<file path="src/hw/rtl/ovl_pkg.sv">
// Shared types and constants for the ordered value list.
// No dependencies; used by the top level and the checker.
package ovl_pkg;

    localparam int CAPACITY_DEF    = 16;
    localparam int VALUE_WIDTH_DEF = 32;

    // Fixed field widths of the stream beats.
    localparam int ACTION_W     = 2;
    localparam int VALUE_W      = 32;
    localparam int COUNT_W      = 5;
    localparam int IN_TDATA_W   = 32;
    localparam int OUT_TDATA_W  = 8;

    typedef enum logic [ACTION_W-1:0] {
        ACT_APPEND = 2'd0,
        ACT_QUERY  = 2'd1,
        ACT_REMOVE = 2'd2
    } t_action;

endpackage

</file>
<file path="src/hw/rtl/ovl_ram.sv">
// Entry storage of the ordered value list: one write port, one read port.
// Read data is registered, so it appears in the cycle after the read enable.
module ovl_ram #(
    parameter int DEPTH  = 16,
    parameter int WIDTH  = 32,
    parameter int ADDR_W = 4
) (
    input  logic              i_clk,
    input  logic              i_wr_en,
    input  logic [ADDR_W-1:0] i_wr_addr,
    input  logic [WIDTH-1:0]  i_wr_data,
    input  logic              i_rd_en,
    input  logic [ADDR_W-1:0] i_rd_addr,
    output logic [WIDTH-1:0]  o_rd_data
);

    logic [WIDTH-1:0] r_mem [0:DEPTH-1];
    logic [WIDTH-1:0] r_rd_data;

    always_ff @(posedge i_clk) begin
        if (i_wr_en) begin
            r_mem[i_wr_addr] <= i_wr_data;
        end
    end

    always_ff @(posedge i_clk) begin
        if (i_rd_en) begin
            r_rd_data <= r_mem[i_rd_addr];
        end
    end

    assign o_rd_data = r_rd_data;

endmodule

</file>
<file path="src/hw/rtl/ordered_value_list.sv">
// Ordered value list: top level with the operation sequencer and the result register.
// Depends on ovl_pkg and on ovl_ram, which holds the entries.
//
// The block keeps up to CAPACITY signed values in the order they were appended,
// packed from the head at slot 0 to the tail at slot count-1 in a single-port-read
// RAM. Each input beat carries an action in tuser (append, membership query, or
// remove of the first match from the head) and a value in tdata; each beat yields
// exactly one result beat with a success flag, the entry count after the operation,
// and a full flag. Values are compared over their low VALUE_WIDTH bits. One item is
// worked on at a time. An append goes straight to the finish state, where its result
// is loaded once the output register is free. A query or remove walks the list
// through the RAM read port, one entry per cycle, and a remove writes each later
// entry one slot toward the head as it passes; a query stops reading once it has
// found a match. The next input beat is accepted in the cycle after the result is
// loaded. The result waits in an output register, and the next input beat is
// accepted while it waits; an item that finishes while that register still holds
// an untaken beat stalls until the beat is taken. Entries need no clearing after
// reset: only slots below the count are ever read, and each of those has been
// written.
module ordered_value_list
    import ovl_pkg::*;
#(
    parameter int CAPACITY    = CAPACITY_DEF,
    parameter int VALUE_WIDTH = VALUE_WIDTH_DEF
) (
    input  logic                   i_clk,
    input  logic                   i_rst_n,
    // Input beats.
    input  logic                   i_s_tvalid,
    output logic                   o_s_tready,
    input  logic [IN_TDATA_W-1:0]  i_s_tdata,   // [31:0] value
    input  logic [ACTION_W-1:0]    i_s_tuser,   // [1:0] action
    // Result beats.
    output logic                   o_m_tvalid,
    input  logic                   i_m_tready,
    output logic [OUT_TDATA_W-1:0] o_m_tdata    // [0] success, [5:1] count, [6] full_res, [7] zero
);

    // Stored width: values arrive as 32 bits, so nothing above that can differ.
    localparam int SW = (VALUE_WIDTH < VALUE_W) ? VALUE_WIDTH : VALUE_W;
    // Address width for the slots, and counter width that can hold CAPACITY itself.
    localparam int AW = (CAPACITY > 1) ? $clog2(CAPACITY) : 1;
    localparam int CW = $clog2(CAPACITY + 1);

    typedef enum logic [1:0] {
        ST_IDLE,
        ST_SCAN,
        ST_FINISH
    } t_state;

    t_state          r_state;
    t_action         r_act;
    logic [SW-1:0]   r_val;
    logic [CW-1:0]   r_occ;
    logic [CW-1:0]   r_rd_addr;
    logic            r_pend;
    logic [AW-1:0]   r_pend_addr;
    logic            r_found;
    logic            r_out_valid;
    logic [OUT_TDATA_W-1:0] r_out_data;

    logic [SW-1:0]   rd_data;
    logic            rd_issue;
    logic            match;
    logic            out_free;
    logic            out_load;
    logic            accept;
    logic            room;
    logic            ok;
    logic [CW-1:0]   n_occ;
    logic            wr_en;
    logic [AW-1:0]   wr_addr;
    logic [SW-1:0]   wr_data;

    assign accept   = i_s_tvalid && o_s_tready;
    assign out_free = !r_out_valid || i_m_tready;
    assign out_load = (r_state == ST_FINISH) && out_free;
    assign room     = r_occ < CW'(CAPACITY);

    // The scan reads one slot per cycle; a query stops once a match is known.
    assign rd_issue = (r_state == ST_SCAN) && (r_rd_addr < r_occ)
                      && !(r_found && (r_act == ACT_QUERY));
    // Only the first match nearest the head counts.
    assign match    = r_pend && !r_found && (rd_data == r_val);

    // Outcome of the item and the count after it, applied in the finish state.
    always_comb begin
        ok    = 1'b0;
        n_occ = r_occ;
        unique case (r_act)
            ACT_APPEND: begin
                ok = room;
                if (room) begin
                    n_occ = r_occ + CW'(1);
                end
            end
            ACT_QUERY: begin
                ok = r_found;
            end
            ACT_REMOVE: begin
                ok = r_found;
                if (r_found) begin
                    n_occ = r_occ - CW'(1);
                end
            end
            default: begin
                ok = 1'b0;
            end
        endcase
    end

    // At most one RAM write per cycle: either a shifted entry during a remove, moved from the
    // slot just read into the slot before it, or the new tail on an append. Reads run
    // ahead of these writes, so a slot is never read after it was rewritten.
    always_comb begin
        wr_en   = 1'b0;
        wr_addr = r_pend_addr - AW'(1);
        wr_data = rd_data;
        if ((r_state == ST_SCAN) && r_pend && r_found && (r_act == ACT_REMOVE)) begin
            wr_en = 1'b1;
        end else if ((r_state == ST_FINISH) && out_free && (r_act == ACT_APPEND) && room) begin
            wr_en   = 1'b1;
            wr_addr = r_occ[AW-1:0];
            wr_data = r_val;
        end
    end

    ovl_ram #(
        .DEPTH  (CAPACITY),
        .WIDTH  (SW),
        .ADDR_W (AW)
    ) u_ram (
        .i_clk     (i_clk),
        .i_wr_en   (wr_en),
        .i_wr_addr (wr_addr),
        .i_wr_data (wr_data),
        .i_rd_en   (rd_issue),
        .i_rd_addr (r_rd_addr[AW-1:0]),
        .o_rd_data (rd_data)
    );

    always_ff @(posedge i_clk) begin
        if (!i_rst_n) begin
            r_state     <= ST_IDLE;
            r_occ       <= '0;
            r_pend      <= 1'b0;
            r_found     <= 1'b0;
            r_out_valid <= 1'b0;
            r_rd_addr   <= '0;
        end else begin
            // A new result may be loaded in the same cycle the waiting one is taken.
            if (out_load) begin
                r_out_valid <= 1'b1;
            end else if (o_m_tvalid && i_m_tready) begin
                r_out_valid <= 1'b0;
            end
            unique case (r_state)
                ST_IDLE: begin
                    if (accept) begin
                        r_act     <= t_action'(i_s_tuser);
                        r_val     <= i_s_tdata[SW-1:0];
                        r_rd_addr <= '0;
                        r_pend    <= 1'b0;
                        r_found   <= 1'b0;
                        if ((t_action'(i_s_tuser) == ACT_QUERY)
                            || (t_action'(i_s_tuser) == ACT_REMOVE)) begin
                            r_state <= ST_SCAN;
                        end else begin
                            r_state <= ST_FINISH;
                        end
                    end
                end
                ST_SCAN: begin
                    r_pend <= rd_issue;
                    if (rd_issue) begin
                        r_pend_addr <= r_rd_addr[AW-1:0];
                        r_rd_addr   <= r_rd_addr + CW'(1);
                    end
                    if (match) begin
                        r_found <= 1'b1;
                    end
                    if (!rd_issue && !r_pend) begin
                        r_state <= ST_FINISH;
                    end
                end
                ST_FINISH: begin
                    if (out_free) begin
                        r_occ       <= n_occ;
                        r_out_data  <= {1'b0, (n_occ == CW'(CAPACITY)),
                                        COUNT_W'(n_occ), ok};
                        r_state     <= ST_IDLE;
                    end
                end
                default: begin
                    r_state <= ST_IDLE;
                end
            endcase
        end
    end

    assign o_s_tready = (r_state == ST_IDLE);
    assign o_m_tvalid = r_out_valid;
    assign o_m_tdata  = r_out_data;

endmodule

</file>
<file path="config.mk">
export PLATFORM = sky130hd
export DESIGN_NAME = ordered_value_list
export DESIGN_NICKNAME = d
export VERILOG_FILES = /design/src/hw/rtl/ovl_pkg.sv /design/src/hw/rtl/ovl_ram.sv /design/src/hw/rtl/ordered_value_list.sv
export SDC_FILE = /design/constraint.sdc
export NUM_CORES = 1
export LEC_CHECK = 0
export BUFFER_PORTS_ARGS = -buffer_cell sky130_fd_sc_hd__buf_4
export CORE_MARGIN = 2
export CORE_UTILIZATION = 39
export CTS_BUF_LIST = sky130_fd_sc_hd__clkbuf_8
export CTS_CLUSTER_SIZE = 16
export DETAILED_ROUTE_END_ITERATION = 10
export MAX_ROUTING_LAYER = met4
export PLACE_DENSITY = 0.63
export SLEW_MARGIN = 20
export SYNTH_ARGS = -nofsm -noshare
export SYNTH_HDL_FRONTEND = slang
export SYNTH_SLANG_ARGS = --single-unit
</file>
<file path="constraint.sdc">
create_clock -name i_clk -period 8.08 [get_ports i_clk]
set_input_delay 0.404 -clock i_clk [delete_from_list [all_inputs] [get_ports i_clk]]
set_output_delay 0.404 -clock i_clk [all_outputs]
set_load 0.03 [all_outputs]
</file>
**Yosys cells after proc, flatten, opt, wreduce, memory -nomap -nowiden**

Memory sizes are Yosys's and may differ from the RTL's. A register that Yosys moved wholly into a read port is not among the register bits.
Index checks and enable logic that the tools add are counted.

- Eq/ne operators: 13
- Reductions and logical operators: 34
- Mux-type cells: 26
- Add/subtract/negate cells: 4
- Bitwise gates (word level): 0
- Div/mod/pow operators: 0
- $mul: 0
- Order comparisons: 2
- Shift operators: 0

Operator list:

| cell | count |
|---|---|
| $mux 32 | 2 |
| $eq 32x32->1 | 1 |
| $mux 5 | 4 |
| $pmux 5 s2 | 2 |
| $reduce_and 3->1 | 6 |
| $logic_and 1x1->1 | 14 |
| $add 5x1->5 const B | 2 |
| $mux 1 | 8 |
| $mux 2 | 4 |
| $mux 4 | 2 |
| $eq 2x1->1 const B | 3 |
| $eq 2x2->1 const B | 3 |
| $ne 2x2->1 const B | 3 |
| $pmux 1 s2 | 3 |
| $pmux 2 s3 | 1 |
| $eq 5x5->1 const B | 1 |
| $logic_not 1->1 | 5 |
| $lt 5x5->1 | 1 |
| $lt 5x5->1 const B | 1 |
| $sub 5x1->5 const B | 1 |
| $logic_not 2->1 | 2 |
| $ne 2x1->1 const B | 2 |
| $reduce_and 2->1 | 2 |
| $reduce_bool 2->1 | 2 |
| other kinds (3) | 4 |

- Bits in latches: 0
- Input bits: 38
- Memory bits (writable): 512
- Logic and storage cells: 90
- ROM bits: 0
- Output and inout port bits: 10
- Memories kept: 1
- Bits in registers: 60

Memories:

| name | words | width | read ports | clocked after memory_dff | wr ports | RTL line | RTL |
|---|---|---|---|---|---|---|---|
| u_ram.r_mem | 16 | 32 | 1 | 1 | 1 | ovl_ram.sv:17 | `logic [WIDTH-1:0] r_mem [0:DEPTH-1];` |

**Logic depth before layout (Yosys ltp)**

Gate-level depths: netlist of run 1.

- Depth in word-level cells: 9
- Gate-level depth with buffers: 9
- Depth with buffers taken out: 7

**Modules after synthesis**

Synthesis of run 1 repeated with hierarchy kept, for this count alone.

- Cells, all modules: 1,188
- Area total of the unflattened synthesis: 23,533.8 sq um

By module, submodules not included:

| module | sequential area each (sq um) | cells an instance | area an instance (sq um) | instances |
|---|---|---|---|---|
| ovl_ram | 16,335.7 | 838 | 20,155.6 | 1 |
| ordered_value_list | 1,651.6 | 350 | 3,378.2 | 1 |

**Least setup slack after synthesis of run 1**

Ideal clock, no wire load.

- Path kind: flip-flop to flip-flop
- Start: register r_act[0]
- End: memory u_ram.r_mem[13][0] (enable)
- Cell stages (with the launch flop): 8
- Buffers on the path: 1
- Required time: 7.659 ns
- Slack: 4.849 ns
- Arrival: 2.809 ns
- Cells stage by stage: edfxtp_1 -> inv_1 -> ha_1 -> nand2b_1 -> nor3_2 -> buf_2 -> a32oi_1 -> nor2_1

- Longest elaborated chain between the ends: 7
- Elaborated cells between the ends (all ways): 11
- Those cells by class: 1 x eq/ne; 6 x mux; 4 x reduce/logical

RTL lines:

| what | RTL line | RTL |
|---|---|---|
| from (decl) | ordered_value_list.sv:52 | `t_action r_act;` |
| from (signal assigned) | ordered_value_list.sv:160 | `r_act <= t_action'(i_s_tuser);` |
| $logic_not 2->1 | ordered_value_list.sv:121 | `end else if ((r_state == ST_FINISH) && out_free && (r_act == ACT_APPEND) && room) begin` |
| $logic_and 1x1->1 (2 in series) | ordered_value_list.sv:121 |  |
| $mux 1 | ordered_value_list.sv:121 |  |
| $mux 1 | ordered_value_list.sv:119 | `if ((r_state == ST_SCAN) && r_pend && r_found && (r_act == ACT_REMOVE)) begin` |
| $mux 1 | ovl_ram.sv:21 | `if (i_wr_en) begin` |
| $mux 1 (not written as such) | ovl_ram.sv:22 | `r_mem[i_wr_addr] <= i_wr_data;` |
| to (decl) | ovl_ram.sv:17 |  |

Several ways; a longest one is shown, not always the timed one.

**Worst setup path after layout of run 1**

- Start: register r_act[0]
- End: memory u_ram.r_mem[1][31] (enable)

The elaborated chain is that of the path after synthesis.

==> impl_metrics.yaml, run 1 <==
setup_path:
  critPathArrivalTime_ps: 4210
  cp_data_required_time_ps: 8380
  cpPeakStageDelay_ps: 610
  cp_max_fo: 42
  slowest_stage: "buf_4"
  crit_path_frequent_cell: "buf_4"
  crit_chain: "inv_1 -> ha_1 -> nand2b_1 -> nor3_4 -> buf_4 -> a32oi_1 -> nor2_4 -> buf_4"
  setup.worst_path.class: "flop to flop"
  critPathBufInv: 3
  startpoint_type: "flop"
  worst_path_dominant_cell_family: "buffers and inverters"
  cp-end-kind: "flop"
global_routing:
  grt_start_max_net_pins: 112
  grt_pass1_vias: 11473
  grt_usage: 0.169
  antenna_found_initial: 0
  grt_pass1_wl_um: 75100
  grt-ovfl-total: 0
placement:
  preCtsSetupSlack_ps: 4180
  dpl.hpwl_um: 27100
  port_buffers: 46
  dpl_cell_area_um2: 25000
  gp_congestion: 0.787
floorplanning:
  start_util: 0.393
  ios: 48
  coreArea_um2: 60100
  row_count: 90
  fp.dieW_um: 250
  die_h_um: 250
  dieArea_um2: 62600
yosys:
  yosys_register_bits: 604
  seq_area_frac_synth: 0.761
  synth.area.top_cells: "edfxtp_1, mux4_2, mux2_2"
  synth-edff-count: 589
  yosysTopAreaCell: "edfxtp_1"
  synth_ff_type: "edfxtp_1"
  synth_top_area_frac: 0.749
  syn_inst: 1048
  synth.cell_area_um2: 23600
  avgSynthCellArea_um2: 22.5
  yosysMostFrequentCell: "edfxtp_1"
  synthArstFlopShare: 0
  synth_nets: 1098
  synthDistinctLibCells: 49
  ys_warn_count: 0
  synth_commonest_cells: "edfxtp_1, mux4_2, xor2_1"
timing:
  slew-limit-headroom: 0.287
  finalCritPeriodShare: 0.483
  fin_tns_setup_ps: 0
  setup_viol: 0
  timing.fmax_mhz: 256
  hold_viol: 0
  worst_pin_slew_ps: 1070
  finalWorstSetupSlack_ps: 4170
  final.min_clock_period_ps: 3910
  slew_viol_final: 0
  finClkSkew_ps: 36.5
  rsz0062_at_grt: "false"
clock_network:
  cts_made_buffers: 97
  cts_root_buf: "clkbuf_8"
  clk_pin_slew_ps: 60
  cts_tree: "yes"
  cts_buffer_depth: 3
  h-tree-depth: 3
  cts_resized: 0
  clkSinkCount: 604
  cts.hold.buffers_added: 36
  clk-insertion-delay-late_ps: 690
  postCtsSetupRepairBufs: 0
final_layout:
  layout.nets: 1255
  diodes: 0
  layout-drive-gt1-share: 0.312
  fillCellCount: 5067
  finalInstanceArea_um2: 27200
  area_growth_pct: 15.2
pwr:
  powerDensity_nw_per_um2: 223
  power_leakage_uw: 0.00838
  ir_drop_v: 0.000115
run:
  drv_cap: 0
status:
  status: "complete, no violations"
detailed_routing:
  vias_per_cell: 5.35
  totalWireLength_um: 50200
  drc_errors: 0
  num_vias: 11052
  routedWlPerCell_um: 24.3
  first_iter_violations: 1031
  postRouteAntennaNets: 0
  drt_pre_antenna_iters: 5
worst_hold_path:
  hold_class: "primary input to flop"
[worst min-delay path: stages]
cell and delay, ps:
buf_4 130, nand3b_1 80, a21oi_1 60, nor2_1 80
nor2_1 40
[worst paths after layout]
kind / from / endpoint / slack (ps) / depth (start not counted)
setup / recovery: r_act[0] / u_ram.r_mem[1][31] / 4170 / 8
hold / removal: i_s_tvalid / r_state[0] / 150 / 5
setup reg to reg: r_act[0] / u_ram.r_mem[1][31] / 4170 / 8
hold reg to reg: r_rd_addr[4] / r_rd_addr[4] / 550 / 2
[final cells by class]
| cell class | count | area (um^2) | area share |
|---|---|---|---|
| flip-flops and latches | 604 | 18000 | 0.662 |
| multi-input cells | 382 | 5440 | 0.200 |
| clock buffers | 101 | 1390 | 0.0511 |
| well taps | 782 | 978 | 0.0360 |
| repair buffers | 106 | 898 | 0.0330 |
| clock inverters | 77 | 444 | 0.0163 |
| inverters | 14 | 52.6 | 0.00193 |
[placed cells by master, fill, tap and decap left out, types with 17 or more instances in the layout]
| cell type | count |
|---|---|
| mux2_2 | 32 |
| edfxtp_1 | 589 |
| nor2_4 | 17 |
| xor2_1 | 33 |
| inv_1 | 33 |
| clkinv_1 | 31 |
| dlygate4sd3_1 | 36 |
| buf_4 | 69 |
| mux4_2 | 148 |
| clkbuf_8 | 101 |
[kinds of logic after synthesis]
group / count (synthesis) / synth area share
DFF: 604 / 0.761
muxes: 192 / 0.170
and+or+nand+nor: 96 / 0.0215
buffers and inverters: 62 / 0.0145
AOI/OAI and AO/OA: 45 / 0.0130
xor gates and xnor gates: 36 / 0.0133
adders and majority gates: 12 / 0.00636
other: 1 / 0.000159
[registers in the layout, indices dropped and copies added (netlist names)]
signal	cells
r_pend_addr	4
u_ram.r_mem	512
r_pend	1
r_val	32
o_m_tdata	7
u_ram.o_rd_data	32
r_found	1
r_rd_addr	5
r_act	2
r_state	2
r_occ	5
o_m_tvalid	1
[report_power, final]
part | switching, uW | total [uW] | leakage, uW | internal [uW]
logic | 80.4 | 139 | 0.00194 | 59.0
clock network | 1190 | 2480 | 0.00101 | 1290
registers | 16.6 | 3450 | 0.00543 | 3430
[layer usage]
layer  track usage  routed length (um)
met1         0.231               22700
met2         0.253               23300
met3        0.0371                3210
met4        0.0532                1060
met5             -                   0
[per-stage QoR]
stage          total power [uW]  hold WS, ps   util  cells
2_1_floorplan              3580          429      -   1048
3_3_place_gp               3640          532  0.416   1852
3_5_place_dp               3640          532  0.416   1852
4_1_cts                    6140         98.2  0.452   2066
5_1_grt                    6290          186  0.452   2066
6_report                   6070          147  0.452   2066
(Power assumes the default switching activity.)
==> run 2, diff against run 1 <==
Settings changed: ABC_AREA set to 1, PLACE_DENSITY 0.63 to 0.65.
Clock period 8.08 ns to 3.3 ns, I/O delays scaled along.
==> impl_metrics.yaml, run 2 <==
status:
  status: "complete, no violations"
final_layout:
  largest_reg_flops: 512
  fillCellCount: 5565
  layout-drive-gt1-share: 0.128
  final_common_cell: "edfxtp_1"
  mostFrequentLayoutCells: "edfxtp_1, nor2_1, o21ai_0"
  top_register: "u_ram.r_mem"
  area_growth_pct: 15.3
  finalNonFillerCells: 3030
  layout.nets: 2162
  final_core_util: 0.453
  finalInstanceArea_um2: 28400
floorplanning:
  ios: 48
  coreArea_um2: 62700
  die_h_um: 255
  fp.dieW_um: 255
  dieArea_um2: 65200
  row_count: 92
  start_util: 0.393
clock_network:
  clk_pin_slew_ps: 60
  clkSinkCount: 604
  h-tree-depth: 3
  cts_resized: 0
  cts_tree: "yes"
  cts_made_buffers: 97
  cts_buffer_depth: 3
  cts_root_buf: "clkbuf_8"
  clk-insertion-delay-late_ps: 700
setup_path:
  setup.worst_path.class: "flop to flop"
  r2r_setup_slack_ps: 410
  cp_data_required_time_ps: 3700
  critPathArrivalTime_ps: 3290
  r2r-start: "r_act[1]"
  startpoint_type: "flop"
  cp_max_fo: 26
  cp-end-kind: "flop"
  crit_path_start: "r_act[1]"
global_routing:
  grt_pass1_vias: 15526
  grt_usage: 0.186
  grt_start_max_net_pins: 261
  antenna_found_initial: 3
  grt-ovfl-total: 0
  grt_pass1_wl_um: 90900
timing:
  hold_viol: 0
  worst_pin_slew_ps: 1110
  finClkSkew_ps: 25.4
  final.min_clock_period_ps: 2890
  slew-limit-headroom: 0.258
  rsz0062_at_grt: "false"
  timing.fmax_mhz: 347
  fin_tns_setup_ps: 0
  finalCritPeriodShare: 0.874
  slew_viol_final: 0
  setup_viol: 0
yosys:
  yosysMostFrequentCell: "edfxtp_1"
  synthArstFlopShare: 0
  yosysTopAreaCell: "edfxtp_1"
  synth_ff_type: "edfxtp_1"
  ys_warn_count: 0
  seq_area_frac_synth: 0.730
  yosys_register_bits: 604
  avgSynthCellArea_um2: 12.5
  synth.area.top_cells: "edfxtp_1, nor2_1, o21ai_0"
  synth-edff-count: 589
  synth_top_area_frac: 0.717
  synth_nets: 2025
  syn_inst: 1975
  synthDistinctLibCells: 38
  synth.cell_area_um2: 24700
  synth_commonest_cells: "edfxtp_1, nor2_1, o21ai_0"
worst_hold_path:
  hp-start: "i_s_tdata[23]"
  hold_class: "primary input to flop"
placement:
  port_buffers: 46
  dpl.hpwl_um: 33300
  dp_cells: 2820
  dpl_cell_area_um2: 26300
  gp_congestion: 0.856
detailed_routing:
  num_vias: 15934
  first_iter_violations: 1811
  totalWireLength_um: 59600
  vias_per_cell: 5.26
  postRouteAntennaNets: 0
  routedWlPerCell_um: 19.7
  drc_errors: 0
  drt_pre_antenna_iters: 6
pwr:
  power_leakage_uw: 0.00953
  ir_drop_v: 0.000405
  powerDensity_nw_per_um2: 580
  p_total_uw: 16500
run:
  drv_cap: 0
## run 2: worst paths after layout
path	endpoint	depth (start not counted)
setup / recovery	u_ram.r_mem[9][21]	9
hold / removal	r_val[23]	2
setup reg to reg	u_ram.r_mem[9][21]	9
hold reg to reg	r_found	2
## run 2: worst max-delay path, stage by stage, from the launching register on
cell and delay, ps:
edfxtp_1 420, inv_1 100, ha_1 280, inv_2 80, nor2_4 160, nand2_4 230, o21ai_1 320, nand2_1 290
nor2_4 480, buf_12 220
## run 2: final cells by class
type                    instances  area [um^2]  area share
diodes                          1         2.50   0.0000880
inverters                      88          338      0.0119
flip-flops and latches        604        18000       0.633
multi-input cells            1169         5860       0.206
clock buffers                  98         1350      0.0474
clock inverters                72          370      0.0130
repair buffers                152         1460      0.0515
well taps                     846         1060      0.0372
## run 2: stage by stage
stage / hold WS (ps) / worst slack [ps]
after floorplan: 264 / 102
after global placement: 345 / 516
after detailed placement: 344 / 464
after CTS: 122 / 433
after global routing: 150 / 178
final: 182 / 415
## run 2: where the power goes
part           total (uW)  leakage, uW  switching [uW]  internal (uW)
combinational        1830      0.00313            1300            526
sequential           8880      0.00543             104           8780
clock                5790     0.000965            2930           2850
total               16500      0.00953            4340          12200
## run 2: cells by family after synthesis
family	after synthesis	synth area share
AOI/OAI and AO/OA	487	0.113
DFF	604	0.730
buffers and inverters	202	0.0383
xor gates and xnor gates	13	0.00462
other	1	0.000152
muxes	11	0.00482
adders and majority gates	12	0.00609
and+or+nand+nor	645	0.104
## run 2: per-layer routing
metal  vias up  track usage  wire [um]
met1      7814        0.254      26100
met3       121       0.0334       4490
li1       7391            -          -
met4         0       0.0680       1650
met5         -            -          0
met2       608        0.280      27300
## run 2: repair_timing
action                                 in CTS  in global routing
hold buffers                               39                  0
endpoints found under the hold margin      46                  0
setup buffers                               0                  0
==> run 3, diff against run 2 <==
Settings changed: SYNTH_HIERARCHICAL set to 1.
==> impl_metrics.yaml, run 3 <==
clock_network:
  clk-insertion-delay-late_ps: 710
  h-tree-depth: 3
  cts_tree: "yes"
  clk_pin_slew_ps: 60
  cts_made_buffers: 96
  cts_resized: 0
  cts_buffer_depth: 3
  postCtsSetupRepairBufs: 0
  cts_root_buf: "clkbuf_8"
  cts.hold.buffers_added: 38
  clkSinkCount: 604
floorplanning:
  dieArea_um2: 70200
  ios: 48
  fp.dieW_um: 265
  start_util: 0.395
  row_count: 95
  coreArea_um2: 67300
  die_h_um: 265
timing:
  finalCritPeriodShare: 0.906
  slew_viol_final: 0
  timing.fmax_mhz: 334
  final.min_clock_period_ps: 2990
  slew-limit-headroom: 0.434
  worst_pin_slew_ps: 848
  finClkSkew_ps: 46.3
  hold_viol: 0
  rsz0062_at_grt: "false"
  setup_viol: 0
  finalWorstSetupSlack_ps: 309
placement:
  preCtsSetupSlack_ps: 383
  port_buffers: 46
  dpl.hpwl_um: 34800
  gp_congestion: 0.851
yosys:
  synth.cell_area_um2: 26600
  synth_nets: 2601
  seq_area_frac_synth: 0.677
  syn_inst: 2551
  synthDistinctLibCells: 41
  synth_ff_type: "edfxtp_1"
  yosys_register_bits: 604
  ys_warn_count: 6
  synthArstFlopShare: 0
  yosysTopAreaCell: "edfxtp_1"
  synth-edff-count: 589
  synth_commonest_cells: "nand2_1, edfxtp_1, inv_1"
  yosysMostFrequentCell: "nand2_1"
  synth.area.top_cells: "edfxtp_1, nand2_1, nand3_1"
  avgSynthCellArea_um2: 10.4
  synth_top_area_frac: 0.666
setup_path:
  worst_path_dominant_cell_family: "simple AND/OR/NAND/NOR gates"
  critPathBufInv: 3
  critPathArrivalTime_ps: 3350
  crit_path_frequent_cell: "nor2_4"
  cpPeakStageDelay_ps: 430
  crit_path_start: "r_act[1]"
  startpoint_type: "flop"
  crit_chain: "inv_1 -> ha_1 -> inv_2 -> nor2_4 -> nand2_2 -> o21ai_0 -> nand3_1 -> nor2_4 -> buf_12"
  slowest_stage: "edfxtp_1"
  setup.worst_path.class: "flop to flop"
  cp_data_required_time_ps: 3650
  cp_max_fo: 25
  r2r-start: "r_act[1]"
  cp-end-kind: "flop"
global_routing:
  grt_pass1_vias: 17371
  grt_usage: 0.188
  grt-ovfl-total: 0
  antenna_found_initial: 1
  grt_pass1_wl_um: 98300
  grt_start_max_net_pins: 149
pwr:
  ir_drop_v: 0.000304
  powerDensity_nw_per_um2: 561
  power_leakage_uw: 0.0127
  p_total_uw: 17000
final_layout:
  largest_reg_flops: 512
  final_common_cell: "nand2_1"
  mostFrequentLayoutCells: "nand2_1, edfxtp_1, inv_1"
  layout.nets: 2726
  area_growth_pct: 14.0
  top_register: "u_ram/r_mem"
  layout-drive-gt1-share: 0.0972
detailed_routing:
  routedWlPerCell_um: 17.5
  drt_pre_antenna_iters: 6
  num_vias: 17794
  drc_errors: 0
  vias_per_cell: 4.90
  totalWireLength_um: 63600
  first_iter_violations: 1823
  postRouteAntennaNets: 0
run:
  drv_cap: 0
worst_hold_path:
  hold_class: "primary input to flop"
  hp-start: "i_s_tdata[13]"
status:
  status: "complete, no violations"
## run 3: cell families (layout without fill, tap and decap cells)
logic type / Yosys count / in the layout / synth area share
simple gates: 1277 / 1277 / 0.202
flops: 604 / 604 / 0.677
buf+inv: 572 / 777 / 0.0935
compound gates: 59 / 59 / 0.0126
xor+xnor: 20 / 20 / 0.00660
fa+ha+maj: 12 / 12 / 0.00565
mux: 6 / 6 / 0.00254
other cells: 1 / 2 / 0.000141
## run 3: per-stage QoR
step                      cells  hold WS [ps]   util  area [um^2]  setup TNS, ps
after floorplan            2551           264      -        26600         -36410
after global placement     3413           344  0.418        28100              0
after detailed placement   3413           344  0.418        28100              0
after CTS                  3629           128  0.450        30300              0
after global routing       3630           152  0.450        30300              0
final                      3630           191  0.450        30300              0
## run 3: layout make-up
class	count	area, um^2
Antenna cell	1	2.50
Clock buffer	96	1320
Clock inverter	82	465
Fill cell	6157	37000
Inverter	456	1720
Multi-Input combinational cell	1375	6220
Sequential cell	604	18000
Tap cell	873	1090
Timing Repair Buffer	143	1460
## run 3: per-layer routing
metal,up-vias,share of wire,GRT usage
li1,8540,-,-
met1,8453,0.44,0.252
met2,683,0.46,0.291
met3,118,0.078,0.0376
met4,0,0.021,0.0521
met5,-,0,-
## run 3: report_power, final
| group | internal [uW] | switching, uW | total [uW] |
|---|---|---|---|
| clock | 2990 | 3010 | 6000 |
| sequential | 8790 | 118 | 8910 |
| combinational | 614 | 1480 | 2090 |
| total | 12400 | 4600 | 17000 |
## run 3: path summary, 6_finish.rpt
check / slack, ps / cells past startpoint / endpoint
worst min-delay path: 190 / 2 / r_val[13]
worst min register to register: 510 / 2 / r_pend
worst max-delay path: 310 / 9 / u_ram/r_mem[13][25]
worst max register to register: 310 / 9 / u_ram/r_mem[13][25]
## run 3: worst reg2reg max path, delay by kind of cell, from the launching register on
family / cells / cell delay, ps
buffers and inverters: 3 / 470
AOI/OAI and AO/OA: 1 / 420
adders and majority gates: 1 / 240
and+or+nand+nor: 4 / 1080
DFF: 1 / 430
